**src/rtl/fan_pwm_curve_hysteresis_defines.svh**
```systemverilog
// Assertion macros shared by the fan PWM curve RTL.
`ifndef FAN_PWM_CURVE_HYSTERESIS_DEFINES_SVH
`define FAN_PWM_CURVE_HYSTERESIS_DEFINES_SVH

// Same-cycle implication, checked at every rising clock edge out of reset.
`define FPCH_ASSERT_NOW(lbl, ante, cons, msg) \
   lbl: assert property (@(posedge clock) disable iff (reset) (ante) |-> (cons)) \
      else $error(msg);

// Next-cycle implication, checked at every rising clock edge out of reset.
`define FPCH_ASSERT_NEXT(lbl, ante, cons, msg) \
   lbl: assert property (@(posedge clock) disable iff (reset) (ante) |=> (cons)) \
      else $error(msg);

`endif

```
**src/rtl/fpch_pkg.sv**
```systemverilog
// Package: widths, codes, types and helpers for the fan PWM curve block.
`timescale 1ns / 1ps
package fpch_pkg;

   localparam int TEMP_W     = 19;   // temperature sample, signed millidegrees
   localparam int PWM_W      = 16;
   localparam int MODE_W     = 2;
   localparam int DEG_W      = 8;
   localparam int POW_W      = 3;
   localparam int CSR_IDX_W  = 3;
   localparam int CSR_DATA_W = 16;

   localparam int TGT_W      = 9;    // effective target, -1 .. 254
   localparam int BAND_W     = 9;    // wall - target, 1 .. 255
   localparam int MILLI_W    = 20;   // degrees scaled to millidegrees
   localparam int EXC_W      = 21;   // temp - 1000 * target, signed
   localparam int EXC_MAG_W  = 19;   // positive excess magnitude
   localparam int DEN_W      = 18;   // 1000 * band
   localparam int QUO_W      = 19;   // quotient bound: 65535 * 7 < 2**19
   localparam int NUM_W      = PWM_W + EXC_MAG_W;
   localparam int SPAN_W     = 17;
   localparam int DRV_W      = 22;
   localparam int ON_W       = 24;
   localparam int LIM_W      = 22;
   localparam int CNT_W      = $clog2(QUO_W + 1);

   localparam int MILLI  = 1000;
   localparam int ON_NUM = 3;        // switch-on point: 3/5 of the band
   localparam int ON_DEN = 5;

   localparam logic signed [MILLI_W-1:0] MILLI_S   = MILLI_W'(MILLI);
   localparam logic signed [DRV_W-1:0]   PWM_MAX_S = DRV_W'((1 << PWM_W) - 1);

   // register indexes
   localparam logic [CSR_IDX_W-1:0] CSR_MODE        = 3'd0;
   localparam logic [CSR_IDX_W-1:0] CSR_TARGET_TEMP = 3'd1;
   localparam logic [CSR_IDX_W-1:0] CSR_WALL_TEMP   = 3'd2;
   localparam logic [CSR_IDX_W-1:0] CSR_MIN_PWM     = 3'd3;
   localparam logic [CSR_IDX_W-1:0] CSR_MAX_PWM     = 3'd4;
   localparam logic [CSR_IDX_W-1:0] CSR_MAX_POWER   = 3'd5;

   // operating modes
   localparam logic [MODE_W-1:0] MODE_ONOFF = 2'd0;
   localparam logic [MODE_W-1:0] MODE_PROP  = 2'd1;

   // register reset values
   localparam logic [MODE_W-1:0] RST_MODE        = MODE_PROP;
   localparam logic [DEG_W-1:0]  RST_TARGET_TEMP = 8'd45;
   localparam logic [DEG_W-1:0]  RST_WALL_TEMP   = 8'd60;
   localparam logic [PWM_W-1:0]  RST_MIN_PWM     = 16'd0;
   localparam logic [PWM_W-1:0]  RST_MAX_PWM     = 16'hFFFF;
   localparam logic [POW_W-1:0]  RST_MAX_POWER   = 3'd1;

   typedef enum logic [2:0] {
      ST_IDLE,
      ST_PREP,
      ST_DECIDE,
      ST_DIV,
      ST_FIN
   } state_type;

   typedef enum logic [1:0] {
      ACT_HOLD,
      ACT_OFF,
      ACT_FULL,
      ACT_PROP
   } action_type;

   typedef struct packed {
      logic             start;
      logic [NUM_W-1:0] numer;
      logic [DEN_W-1:0] denom;
   } div_req_type;

   typedef struct packed {
      logic             done;
      logic [QUO_W-1:0] quot;
      logic             rem_nz;
   } div_rsp_type;

   // saturate a signed drive value to the PWM range
   function automatic logic [PWM_W-1:0] clamp_pwm(input logic signed [DRV_W-1:0] v);
      logic [PWM_W-1:0] r;
      if (v < 0) begin
         r = '0;
      end else if (v > PWM_MAX_S) begin
         r = '1;
      end else begin
         r = v[PWM_W-1:0];
      end
      return r;
   endfunction

endpackage

```
**src/rtl/fan_pwm_curve_hysteresis.sv**
```systemverilog
// Top level: fan PWM curve with hysteresis, temperature in, PWM drive out.
`timescale 1ns / 1ps
`include "fan_pwm_curve_hysteresis_defines.svh"
// Takes one signed temperature sample (millidegrees) per transaction and
// returns the new fan PWM value plus a kick-start flag, one result per
// sample. Mode 0 is on/off with hysteresis, mode 1 proportional above 3/5
// of the target-to-wall band, modes 2 and 3 hold the PWM. A sample is
// taken only while the sequencer is idle. Hold, stop and full-drive
// samples pass the prep, decide and finish states; a proportional one
// also waits in the divide state for the 19-step restoring divider that
// forms span * excess / (1000 * band). The sequencer is ready again in
// the same cycle the result becomes valid, and a waiting result does not
// block the next sample, only its finish. Registers are written through
// csr_write_en / csr_index / csr_wdata, by the user only while the block
// is idle (the block itself does not enforce this); unused indexes are ignored.
module fan_pwm_curve_hysteresis (
   input  logic                                clock,
   input  logic                                reset,
   input  logic                                req_valid,
   output logic                                req_ready,
   input  logic signed [fpch_pkg::TEMP_W-1:0]  req_temp_milli,
   output logic                                rsp_valid,
   input  logic                                rsp_ready,
   output logic        [fpch_pkg::PWM_W-1:0]   rsp_pwm_value,
   output logic                                rsp_kick_start,
   input  logic                                csr_write_en,
   input  logic        [fpch_pkg::CSR_IDX_W-1:0]  csr_index,
   input  logic        [fpch_pkg::CSR_DATA_W-1:0] csr_wdata
);
   import fpch_pkg::*;

   // configuration registers
   logic [MODE_W-1:0] mode_ff;
   logic [DEG_W-1:0]  target_ff;
   logic [DEG_W-1:0]  wall_ff;
   logic [PWM_W-1:0]  min_pwm_ff;
   logic [PWM_W-1:0]  max_pwm_ff;
   logic [POW_W-1:0]  max_power_ff;

   // sequencer and working registers
   state_type                 state_ff, state_in;
   logic signed [TEMP_W-1:0]  temp_ff;
   logic [PWM_W-1:0]          current_pwm_ff, current_pwm_in;
   logic signed [EXC_W-1:0]   excess_ff, excess_in;
   logic [BAND_W-1:0]         band_ff, band_in;
   logic [DEN_W-1:0]          den_ff, den_in;
   logic                      hot_ff, hot_in;
   logic                      cold_ff, cold_in;
   logic signed [DRV_W-1:0]   full_drv_ff, full_drv_in;
   logic [PWM_W-1:0]          span_abs_ff, span_abs_in;
   logic                      span_neg_ff, span_neg_in;
   action_type                act_ff, act_in;

   // result register
   logic              rsp_valid_ff, rsp_valid_in;
   logic [PWM_W-1:0]  rsp_pwm_ff, rsp_pwm_in;
   logic              rsp_kick_ff, rsp_kick_in;

   // sequencer outputs
   logic take_req;
   logic prep_en;
   logic decide_en;
   logic load;
   logic out_free;

   div_req_type div_req;
   div_rsp_type div_rsp;

   // prep stage terms
   logic signed [TGT_W-1:0]   tgt_eff;
   logic signed [MILLI_W-1:0] tgt_milli;
   logic signed [MILLI_W-1:0] wall_milli;
   logic signed [MILLI_W-1:0] temp_x;
   logic signed [SPAN_W-1:0]  span;
   logic signed [DRV_W-1:0]   min_ext;
   logic signed [DRV_W-1:0]   full_prod;

   // decide stage terms
   logic signed [ON_W-1:0]    five_exc;
   logic signed [ON_W-1:0]    on_thr;
   logic [LIM_W-1:0]          full_lim;
   logic                      exc_over;
   logic [NUM_W-1:0]          num;

   // finish stage terms
   logic signed [DRV_W-1:0]   quot_ext;
   logic signed [DRV_W-1:0]   prop_res;
   logic signed [DRV_W-1:0]   prop_drv;

   // ---------------------------------------------------------------- config
   always_ff @(posedge clock) begin
      if (reset) begin
         mode_ff      <= RST_MODE;
         target_ff    <= RST_TARGET_TEMP;
         wall_ff      <= RST_WALL_TEMP;
         min_pwm_ff   <= RST_MIN_PWM;
         max_pwm_ff   <= RST_MAX_PWM;
         max_power_ff <= RST_MAX_POWER;
      end else if (csr_write_en) begin
         unique case (csr_index)
            CSR_MODE:        mode_ff      <= csr_wdata[MODE_W-1:0];
            CSR_TARGET_TEMP: target_ff    <= csr_wdata[DEG_W-1:0];
            CSR_WALL_TEMP:   wall_ff      <= csr_wdata[DEG_W-1:0];
            CSR_MIN_PWM:     min_pwm_ff   <= csr_wdata[PWM_W-1:0];
            CSR_MAX_PWM:     max_pwm_ff   <= csr_wdata[PWM_W-1:0];
            CSR_MAX_POWER:   max_power_ff <= csr_wdata[POW_W-1:0];
            default: ;
         endcase
      end
   end

   // ------------------------------------------------------------ sequencer
   always_comb begin
      state_in = state_ff;
      unique case (state_ff)
         ST_IDLE:   if (req_valid) state_in = ST_PREP;
         ST_PREP:   state_in = ST_DECIDE;
         ST_DECIDE: state_in = (act_in == ACT_PROP) ? ST_DIV : ST_FIN;
         ST_DIV:    if (div_rsp.done) state_in = ST_FIN;
         ST_FIN:    if (out_free) state_in = ST_IDLE;
         default:   state_in = ST_IDLE;
      endcase
   end

   always_comb begin
      req_ready = 1'b0;
      prep_en   = 1'b0;
      decide_en = 1'b0;
      load      = 1'b0;
      unique case (state_ff)
         ST_IDLE:   req_ready = 1'b1;
         ST_PREP:   prep_en   = 1'b1;
         ST_DECIDE: decide_en = 1'b1;
         ST_DIV:    ;
         ST_FIN:    load      = out_free;
         default:   ;
      endcase
   end

   assign take_req = req_valid && req_ready;
   assign out_free = !rsp_valid_ff || rsp_ready;

   // ------------------------------------------------------------ prep stage
   // target at or above wall falls back to wall - 1 (band always >= 1)
   always_comb begin
      tgt_eff     = (target_ff >= wall_ff) ? ($signed({1'b0, wall_ff}) - TGT_W'(1))
                                           : $signed({1'b0, target_ff});
      band_in     = BAND_W'($unsigned($signed({1'b0, wall_ff}) - tgt_eff));
      tgt_milli   = MILLI_W'(tgt_eff) * MILLI_S;
      wall_milli  = $signed(MILLI_W'(wall_ff)) * MILLI_S;
      temp_x      = MILLI_W'(temp_ff);
      hot_in      = temp_x > wall_milli;
      cold_in     = temp_x < tgt_milli;
      excess_in   = EXC_W'(temp_x) - EXC_W'(tgt_milli);
      den_in      = DEN_W'(band_in) * DEN_W'(MILLI);
      span        = $signed({1'b0, max_pwm_ff}) - $signed({1'b0, min_pwm_ff});
      span_neg_in = span[SPAN_W-1];
      span_abs_in = span_neg_in ? PWM_W'(-span) : PWM_W'(span);
      min_ext     = $signed(DRV_W'(min_pwm_ff));
      full_prod   = DRV_W'(span) * $signed(DRV_W'(max_power_ff));
      full_drv_in = min_ext + full_prod;
   end

   // ---------------------------------------------------------- decide stage
   // mode 1 on when 5 * excess > 3000 * band, i.e. above 3/5 of the band
   always_comb begin
      five_exc = ON_W'(excess_ff) * $signed(ON_W'(ON_DEN));
      on_thr   = $signed(ON_W'(band_ff) * ON_W'(ON_NUM * MILLI));
      full_lim = LIM_W'(max_power_ff) * LIM_W'(den_ff);
      exc_over = !excess_ff[EXC_W-1] && (LIM_W'(excess_ff[EXC_W-2:0]) > full_lim);
      num      = NUM_W'(span_abs_ff) * NUM_W'(excess_ff[EXC_MAG_W-1:0]);
      act_in   = ACT_HOLD;
      case (mode_ff)
         MODE_ONOFF: begin
            if (hot_ff) begin
               act_in = ACT_FULL;
            end else if (cold_ff) begin
               act_in = ACT_OFF;
            end
         end
         MODE_PROP: begin
            if (five_exc > on_thr) begin
               act_in = exc_over ? ACT_FULL : ACT_PROP;
            end else if (cold_ff) begin
               act_in = ACT_OFF;
            end
         end
         default: act_in = ACT_HOLD;
      endcase
   end

   assign div_req.start = decide_en && (act_in == ACT_PROP);
   assign div_req.numer = num;
   assign div_req.denom = den_ff;

   fpch_div u_div (
      .clock   (clock),
      .reset   (reset),
      .div_req (div_req),
      .div_rsp (div_rsp)
   );

   // ---------------------------------------------------------- finish stage
   // floor division on a negative span: negate, then step down on remainder
   always_comb begin
      quot_ext = $signed(DRV_W'(div_rsp.quot));
      prop_res = span_neg_ff ? (-quot_ext - $signed(DRV_W'(div_rsp.rem_nz))) : quot_ext;
      prop_drv = $signed(DRV_W'(min_pwm_ff)) + prop_res;
      case (act_ff)
         ACT_OFF:  rsp_pwm_in = '0;
         ACT_FULL: rsp_pwm_in = clamp_pwm(full_drv_ff);
         ACT_PROP: rsp_pwm_in = clamp_pwm(prop_drv);
         default:  rsp_pwm_in = current_pwm_ff;
      endcase
      rsp_kick_in    = ((act_ff == ACT_FULL) || (act_ff == ACT_PROP)) &&
                       (current_pwm_ff == '0);
      current_pwm_in = load ? rsp_pwm_in : current_pwm_ff;
      if (load) begin
         rsp_valid_in = 1'b1;
      end else if (rsp_ready) begin
         rsp_valid_in = 1'b0;
      end else begin
         rsp_valid_in = rsp_valid_ff;
      end
   end

   // ------------------------------------------------------------- registers
   always_ff @(posedge clock) begin
      if (reset) begin
         state_ff       <= ST_IDLE;
         current_pwm_ff <= '0;
         rsp_valid_ff   <= 1'b0;
      end else begin
         state_ff       <= state_in;
         current_pwm_ff <= current_pwm_in;
         rsp_valid_ff   <= rsp_valid_in;
      end
      if (take_req) begin
         temp_ff <= req_temp_milli;
      end
      if (prep_en) begin
         excess_ff   <= excess_in;
         band_ff     <= band_in;
         den_ff      <= den_in;
         hot_ff      <= hot_in;
         cold_ff     <= cold_in;
         full_drv_ff <= full_drv_in;
         span_abs_ff <= span_abs_in;
         span_neg_ff <= span_neg_in;
      end
      if (decide_en) begin
         act_ff <= act_in;
      end
      if (load) begin
         rsp_pwm_ff  <= rsp_pwm_in;
         rsp_kick_ff <= rsp_kick_in;
      end
   end

   assign rsp_valid      = rsp_valid_ff;
   assign rsp_pwm_value  = rsp_pwm_ff;
   assign rsp_kick_start = rsp_kick_ff;

   // ------------------------------------------------------------ assertions
   `FPCH_ASSERT_NEXT(a_accept_to_prep, req_valid && req_ready, state_ff == ST_PREP, "accepted sample did not enter prep")
   `FPCH_ASSERT_NOW(a_div_done_in_div, div_rsp.done, state_ff == ST_DIV, "divider finished outside the divide state")
   `FPCH_ASSERT_NOW(a_rsp_tracks_pwm, rsp_valid_ff, rsp_pwm_ff == current_pwm_ff, "pending result differs from held pwm")
   `FPCH_ASSERT_NEXT(a_off_clears_pwm, load && (act_ff == ACT_OFF), current_pwm_ff == '0, "stop did not clear held pwm")

endmodule

```
**src/rtl/fpch_div.sv**
```systemverilog
// Iterative restoring divider, one quotient bit per cycle.
`timescale 1ns / 1ps
module fpch_div (
   input  logic                  clock,
   input  logic                  reset,
   input  fpch_pkg::div_req_type div_req,
   output fpch_pkg::div_rsp_type div_rsp
);
   import fpch_pkg::*;

   logic             busy_ff, busy_in;
   logic             done_ff, done_in;
   logic [CNT_W-1:0] cnt_ff, cnt_in;
   logic [DEN_W-1:0] rem_ff, rem_in;
   logic [QUO_W-1:0] quo_ff, quo_in;
   logic [DEN_W-1:0] den_ff, den_in;

   logic [DEN_W:0]   trial;
   logic             ge;

   // quotient is known to fit QUO_W bits, so the top bits start as remainder
   always_comb begin
      trial   = {rem_ff, quo_ff[QUO_W-1]};
      ge      = trial >= {1'b0, den_ff};
      busy_in = busy_ff;
      done_in = 1'b0;
      cnt_in  = cnt_ff;
      rem_in  = rem_ff;
      quo_in  = quo_ff;
      den_in  = den_ff;
      if (div_req.start) begin
         busy_in = 1'b1;
         cnt_in  = CNT_W'(QUO_W);
         rem_in  = DEN_W'(div_req.numer[NUM_W-1:QUO_W]);
         quo_in  = div_req.numer[QUO_W-1:0];
         den_in  = div_req.denom;
      end else if (busy_ff) begin
         rem_in = ge ? DEN_W'(trial - {1'b0, den_ff}) : trial[DEN_W-1:0];
         quo_in = {quo_ff[QUO_W-2:0], ge};
         cnt_in = cnt_ff - CNT_W'(1);
         if (cnt_ff == CNT_W'(1)) begin
            busy_in = 1'b0;
            done_in = 1'b1;
         end
      end
   end

   always_ff @(posedge clock) begin
      if (reset) begin
         busy_ff <= 1'b0;
         done_ff <= 1'b0;
         cnt_ff  <= '0;
      end else begin
         busy_ff <= busy_in;
         done_ff <= done_in;
         cnt_ff  <= cnt_in;
      end
      rem_ff <= rem_in;
      quo_ff <= quo_in;
      den_ff <= den_in;
   end

   assign div_rsp.done   = done_ff;
   assign div_rsp.quot   = quo_ff;
   assign div_rsp.rem_nz = |rem_ff;

endmodule
```
**config.mk**
```make
export PLATFORM = sky130hd
export DESIGN_NAME = fan_pwm_curve_hysteresis
export DESIGN_NICKNAME = d
export VERILOG_FILES = /design/src/rtl/fpch_pkg.sv /design/src/rtl/fan_pwm_curve_hysteresis.sv /design/src/rtl/fpch_div.sv
export VERILOG_INCLUDE_DIRS = /design/src /design/src/rtl
export SDC_FILE = /design/constraint.sdc
export NUM_CORES = 2
export LEC_CHECK = 0
export ABC_AREA = 0
export BUFFER_PORTS_ARGS = -buffer_cell sky130_fd_sc_hd__buf_2
export CORE_ASPECT_RATIO = 1.4
export CORE_MARGIN = 10
export CORE_UTILIZATION = 67
export CTS_CLUSTER_SIZE = 40
export DETAILED_ROUTE_END_ITERATION = 6
export PLACE_DENSITY = 0.86
export SLEW_MARGIN = 20
export SYNTH_ARGS = -nofsm -noshare
export SYNTH_HDL_FRONTEND = slang
export SYNTH_HIERARCHICAL = 1
export SYNTH_SLANG_ARGS = --single-unit
```
**constraint.sdc**
```tcl
create_clock -name clock -period 20.6 [get_ports clock]
set_input_delay 1.03 -clock clock [delete_from_list [all_inputs] [get_ports clock]]
set_output_delay 1.03 -clock clock [all_outputs]
set_load 0.05 [all_outputs]
```
### Word-level counts from Yosys, hierarchy flattened

Cells that the tools add are included.

| word-level totals | value |
|---|---|
| bits in read-only memories | 0 |
| memory bits (writable) | 0 |
| latch bits | 0 |
| flip-flop bits (word level) | 256 |
| memories kept | 0 |

| operators by class | value |
|---|---|
| reduce and logical (&&, ||, !) cells | 24 |
| multiplexer cells | 35 |
| shift-type cells | 0 |
| bitwise operators | 1 |
| magnitude comparators | 10 |
| eq/ne operators | 18 |
| $mul | 8 |
| add/subtract/negate cells | 11 |
| div/mod/pow operators | 0 |

Operator list:

| operator | number |
|---|---|
| two-way mux 16 bit | 7 |
| one-hot mux 16 bit (3 select lines) | 1 |
| > comparator 22 x 17 -> 1 bit, second input constant | 2 |
| < comparator 22 x 1 -> 1 bit, second input constant | 2 |
| two-way mux 19 bit | 2 |
| multiplier 16 x 19 -> 35 bit | 1 |
| > comparator 24 x 22 -> 1 bit | 1 |
| multiplier 21 x 4 -> 24 bit, second input constant | 1 |
| adder 17 x 21 -> 22 bit | 1 |
| adder 17 x 22 -> 22 bit | 1 |
| two-way mux 22 bit | 1 |
| negation 19 -> 22 bit | 1 |
| subtractor 22 x 2 -> 22 bit | 1 |
| > comparator 20 x 21 -> 1 bit | 1 |
| multiplier 17 x 4 -> 21 bit | 1 |
| subtractor 19 x 20 -> 21 bit | 1 |
| < comparator 19 x 20 -> 1 bit | 1 |
| greater-or-equal comparator 19 x 18 -> 1 bit | 1 |
| > comparator 19 bit | 1 |
| multiplier 3 x 15 -> 18 bit | 1 |
| multiplier 9 x 9 -> 18 bit, second input constant | 1 |
| two-way mux 18 bit | 1 |
| OR reduction 18 bit | 1 |
| subtractor 18 bit | 1 |
| other kinds (36) | 74 |

### Depth between registers and ports, before layout

| depth | value |
|---|---|
| depth after elaboration | 9 |
| gate-level depth with buffers | 36 |

### By module

The synthesis kept the hierarchy.

By module, submodules not included:

| module | area each (um^2) | seq. area each (um^2) | instances | cells each |
|---|---|---|---|---|
| fan_pwm_curve_hysteresis | 33365.8 | 5124.9 | 1 | 3797 |
| fpch_div | 3746.1 | 1771.7 | 1 | 344 |

### Worst setup path after synthesis

OpenSTA, ideal clock, no wires.

| path | value |
|---|---|
| kind | register to register |
| from | register wall_ff[5] |
| to | register, netlist name den_ff[17] |
| setup time | 258 ps |
| cell stages (with the launch flop) | 33 |
| path buffers | 3 |
| arrival time | 7680 ps |
| slack | 12663 ps |
| clock period less this slack | 7937 ps |
| cells stage by stage | dfxtp_1 clkbuf_1 inv_1 ha_1 and3_1 a21oi_1 o21ai_1 o21a_1 clkbuf_1 buf_1 nor2_1 a21oi_1 inv_1 ha_1 nor2b_1 o21ai_0 nand2b_1 xnor2_1 xor2_1 inv_1 fa_1 fa_1 inv_1 fa_1 fa_1 ha_1 a21oi_1 o21bai_1 a21oi_1 nor2b_1 o21a_1 o41a_1 xnor2_1 |

RTL lines:

| element | RTL line | text |
|---|---|---|
| start, declared | fan_pwm_curve_hysteresis.sv:35 | `logic [DEG_W-1:0] wall_ff;` |
| start signal, assigned | fan_pwm_curve_hysteresis.sv:103 | `CSR_WALL_TEMP: wall_ff <= csr_wdata[DEG_W-1:0];` |

==> impl_metrics.csv <==
group,metric,value,unit
routing,drtIter0Drc,1919,
clock_tree,post-cts-setup-buffers,0,
grt,antenna_found_initial,0,
floorplanning,die_y,298,um
placement,dpl.hpwl,73400,um
timing,fin_skew,0.0328,ns
run_status,status,"finished, final reports clean",
clock_tree,numClockSinks,257,
logic_synthesis,syn_area_per_cell,8.96,um2
timing,min_period,8.79,ns
job,maxCapViolCount,0,
layout,final_nets,5129,
routing,via_per_inst,6.05,
floorplanning,core,0.0551,mm2
placement,port_buffers,61,
floorplanning,fp.dieW,219,um
placement,globalplace.congestion,0.982,
logic_synthesis,async_flop_share,0,
clock_tree,cts_resized,0,
min_path,hp-class,"flop to flop",
clock_tree,cts_root_buf,"clkbuf_16",
clock_tree,htree_levels,1,
grt,grt_max_degree,87,
routing,ant_nets,0,
grt,grt_util_met3,0.0399,
routing,via_count,29700,
layout,multi_input_comb_area,0.0270,mm2
timing,max_freq,114,MHz
clock_tree,clockBufferDepth,3,
clock_tree,ctsHoldBuffers,0,
routing,drc,0,
worst_setup_path,cp-end-kind,"flop",
timing,setup_tns,0,ns
timing,slew-limit-headroom,0.208,
worst_setup_path,cp-start-kind,"flop",
layout,area_delta_synth_final,5.24,%
timing,hold_viol,0,
routing,wl_per_cell,19.0,um
floorplanning,design.die.area,0.0653,mm2
timing,worstMarginPinSlew,1.19,ns
routing,routed_wl,93400,um
logic_synthesis,yosysSeqAreaShare,0.186,
layout,stdcell_count,4909,
routing,drtPass1Iterations,6,
grt,grt.total_usage,0.288,
clock_tree,clk_pin_slew,0.07,ns
clock_tree,tritoncts,"built",
worst_setup_path,crit_fanout,18,
worst_setup_path,crit_required,20.93,ns
grt,busiest_layer,"met2",
timing,min_period_over_period,0.427,
logic_synthesis,syn-cell-area,0.0371,mm2
clock_tree,cts_buffers,27,
worst_setup_path,cp_data_arrival_time,9.12,ns
floorplanning,rows,102,
timing,rsz0062_at_grt,"false",
grt,grt_pass1_vias,31400,
layout,fillCellCount,4090,
logic_synthesis,synth_edf_count,175,
logic_synthesis,syn_inst,4141,
worst_setup_path,cpMaxStageDelayCell,"dfxtp_1",
logic_synthesis,synth-seq-cells,257,
floorplanning,io_pins,62,
layout,seq_area,0.00690,mm2
timing,finalSetupViolCount,0,
logic_synthesis,synth_warnings,6,
worst_setup_path,slowest_delay,0.70,ns
grt,met2_usage,0.518,
layout,layout-drive-gt1-share,0.0455,
floorplanning,initial_core_util,0.673,
grt,met1_usage,0.306,
grt,grt_pass1_wl,153000,um
logic_synthesis,synth_cell_types,90,
grt,grt-ovfl-total,0,
logic_synthesis,ys.flop_type,"edfxtp_1",
clock_tree,worstSkewPairLatency,0.60,ns
timing,final-max-slew-violation-count,0,
worst_setup_path,path_class,"flop to flop",
placement,place_inst,4856,
## layer usage
| metal | wire, um | vias to the layer above |
|---|---|---|
| li1 | - | 13800 |
| met1 | 32900 | 14400 |
| met2 | 47700 | 1082 |
| met3 | 5570 | 417 |
| met4 | 7110 | 0 |
| met5 | 0 | - |
## final timing paths
kind | start | to | slack (ns) | cells past startpoint
setup / recovery | wall_ff[5] | den_ff[17] | 11.81 | 29
hold / removal | temp_ff[2] | excess_ff[2] | 0.46 | 0
setup reg to reg | wall_ff[5] | den_ff[17] | 11.81 | 29
hold reg to reg | temp_ff[2] | excess_ff[2] | 0.46 | 0
## kinds of logic (layout without fill, tap and decap cells)
family | count (synthesis) | in the layout | synth area share
other | 1 | 7 | 0.000101
xor gates and xnor gates | 223 | 223 | 0.0526
DFF | 257 | 257 | 0.186
adders and majority gates | 931 | 931 | 0.394
muxes | 41 | 41 | 0.0119
AOI/OAI and AO/OA | 728 | 728 | 0.125
buffers and inverters | 837 | 871 | 0.0865
and+or+nand+nor | 1123 | 1123 | 0.144
## flip-flops by register name, summed over array words and instances (netlist names), 18 cells and up
signal	count
full_drv_ff	22
excess_ff	21
temp_ff	19
u_div/quo_ff	19
u_div/den_ff	18
u_div/rem_ff	18
## worst max-delay path, delay by kind of cell, from the launching register on
family                     cells  cell delay [ns]
xor gates and xnor gates       3             0.66
and+or+nand+nor                5             0.59
buffers and inverters          4             0.87
adders and majority gates      7             3.11
AOI/OAI and AO/OA             10             2.57
DFF                            1             0.70
## cells in the mapped netlist, types with 16 or more instances
cell | number | area (um2)
or3_1 | 16 | 100
nor2b_1 | 42 | 263
a21o_1 | 71 | 533
mux2_1 | 18 | 203
ha_1 | 534 | 6680
nand4_1 | 23 | 144
nor3_1 | 50 | 250
and3_1 | 20 | 125
xnor2_1 | 155 | 1360
nand3_1 | 66 | 330
a31oi_1 | 23 | 144
edfxtp_1 | 175 | 5260
and2_1 | 147 | 920
o21ai_1 | 16 | 80.1
o21a_1 | 44 | 330
mux2i_1 | 16 | 160
a21oi_1 | 230 | 1150
o211ai_1 | 38 | 285
nor4_1 | 17 | 106
nand2b_1 | 34 | 213
inv_1 | 718 | 2700
clkbuf_1 | 94 | 353
dfxtp_1 | 82 | 1640
nor2_1 | 177 | 664
o21ai_0 | 133 | 666
xor2_1 | 68 | 596
fa_1 | 395 | 7910
o21bai_1 | 30 | 225
o31ai_1 | 25 | 188
nand2_1 | 476 | 1790
o22ai_1 | 17 | 106
## through the flow
stage	cell area [um2]	worst slack, ns	utilization	hold WS [ns]
floorplan	37100	12.66	-	0.417
finish	39100	11.81	0.708	0.464
global route	39000	11.09	0.708	0.463
CTS	39000	11.83	0.708	0.459
global placement	38100	12.15	0.692	0.444
detailed placement	38100	11.86	0.692	0.446
## cell type report
class	count	share of cell area
clock buffer	39	0.0201
inverter	721	0.0693
antenna	3	0.000192
tap	728	0.0233
sequential	257	0.177
multi-input combinational	3050	0.692
clock inverter	11	0.00349
timing repair buffer	100	0.0153
## cell usage in the layout (no fill, tap or decap), types with 7 or more instances in the layout
cell type / Yosys / routed
o22ai_1: 17 / 17
a221o_1: 7 / 7
buf_4: 3 / 39
mux2_2: 7 / 7
o21ai_0: 133 / 132
o21ai_1: 16 / 17
a211o_1: 11 / 11
buf_2: 4 / 61
and2_1: 147 / 147
and3_1: 20 / 20
nor3_1: 50 / 50
o211ai_1: 38 / 38
ha_1: 534 / 534
o21bai_1: 30 / 30
o31ai_1: 25 / 25
clkbuf_16: 0 / 29
nor4_1: 17 / 17
or4_1: 10 / 10
mux2_1: 18 / 18
dfxtp_1: 82 / 82
nor3b_1: 11 / 11
nor2b_1: 42 / 42
or3_1: 16 / 16
nand4_1: 23 / 23
o21a_1: 44 / 44
nand3_1: 66 / 66
inv_1: 718 / 716
clkbuf_1: 94 / 7
a21oi_1: 230 / 230
a21o_1: 71 / 71
mux2i_1: 16 / 16
nor2_1: 177 / 177
xor2_1: 68 / 68
nand2_1: 476 / 476
xnor2_1: 155 / 155
nand2b_1: 34 / 34
a31oi_1: 23 / 23
a211oi_1: 11 / 11
fa_1: 395 / 395
edfxtp_1: 175 / 175
Power is left out: the tool's default activity adds up to more than one toggle a clock period on the data nets, which glitch-free logic cannot reach.
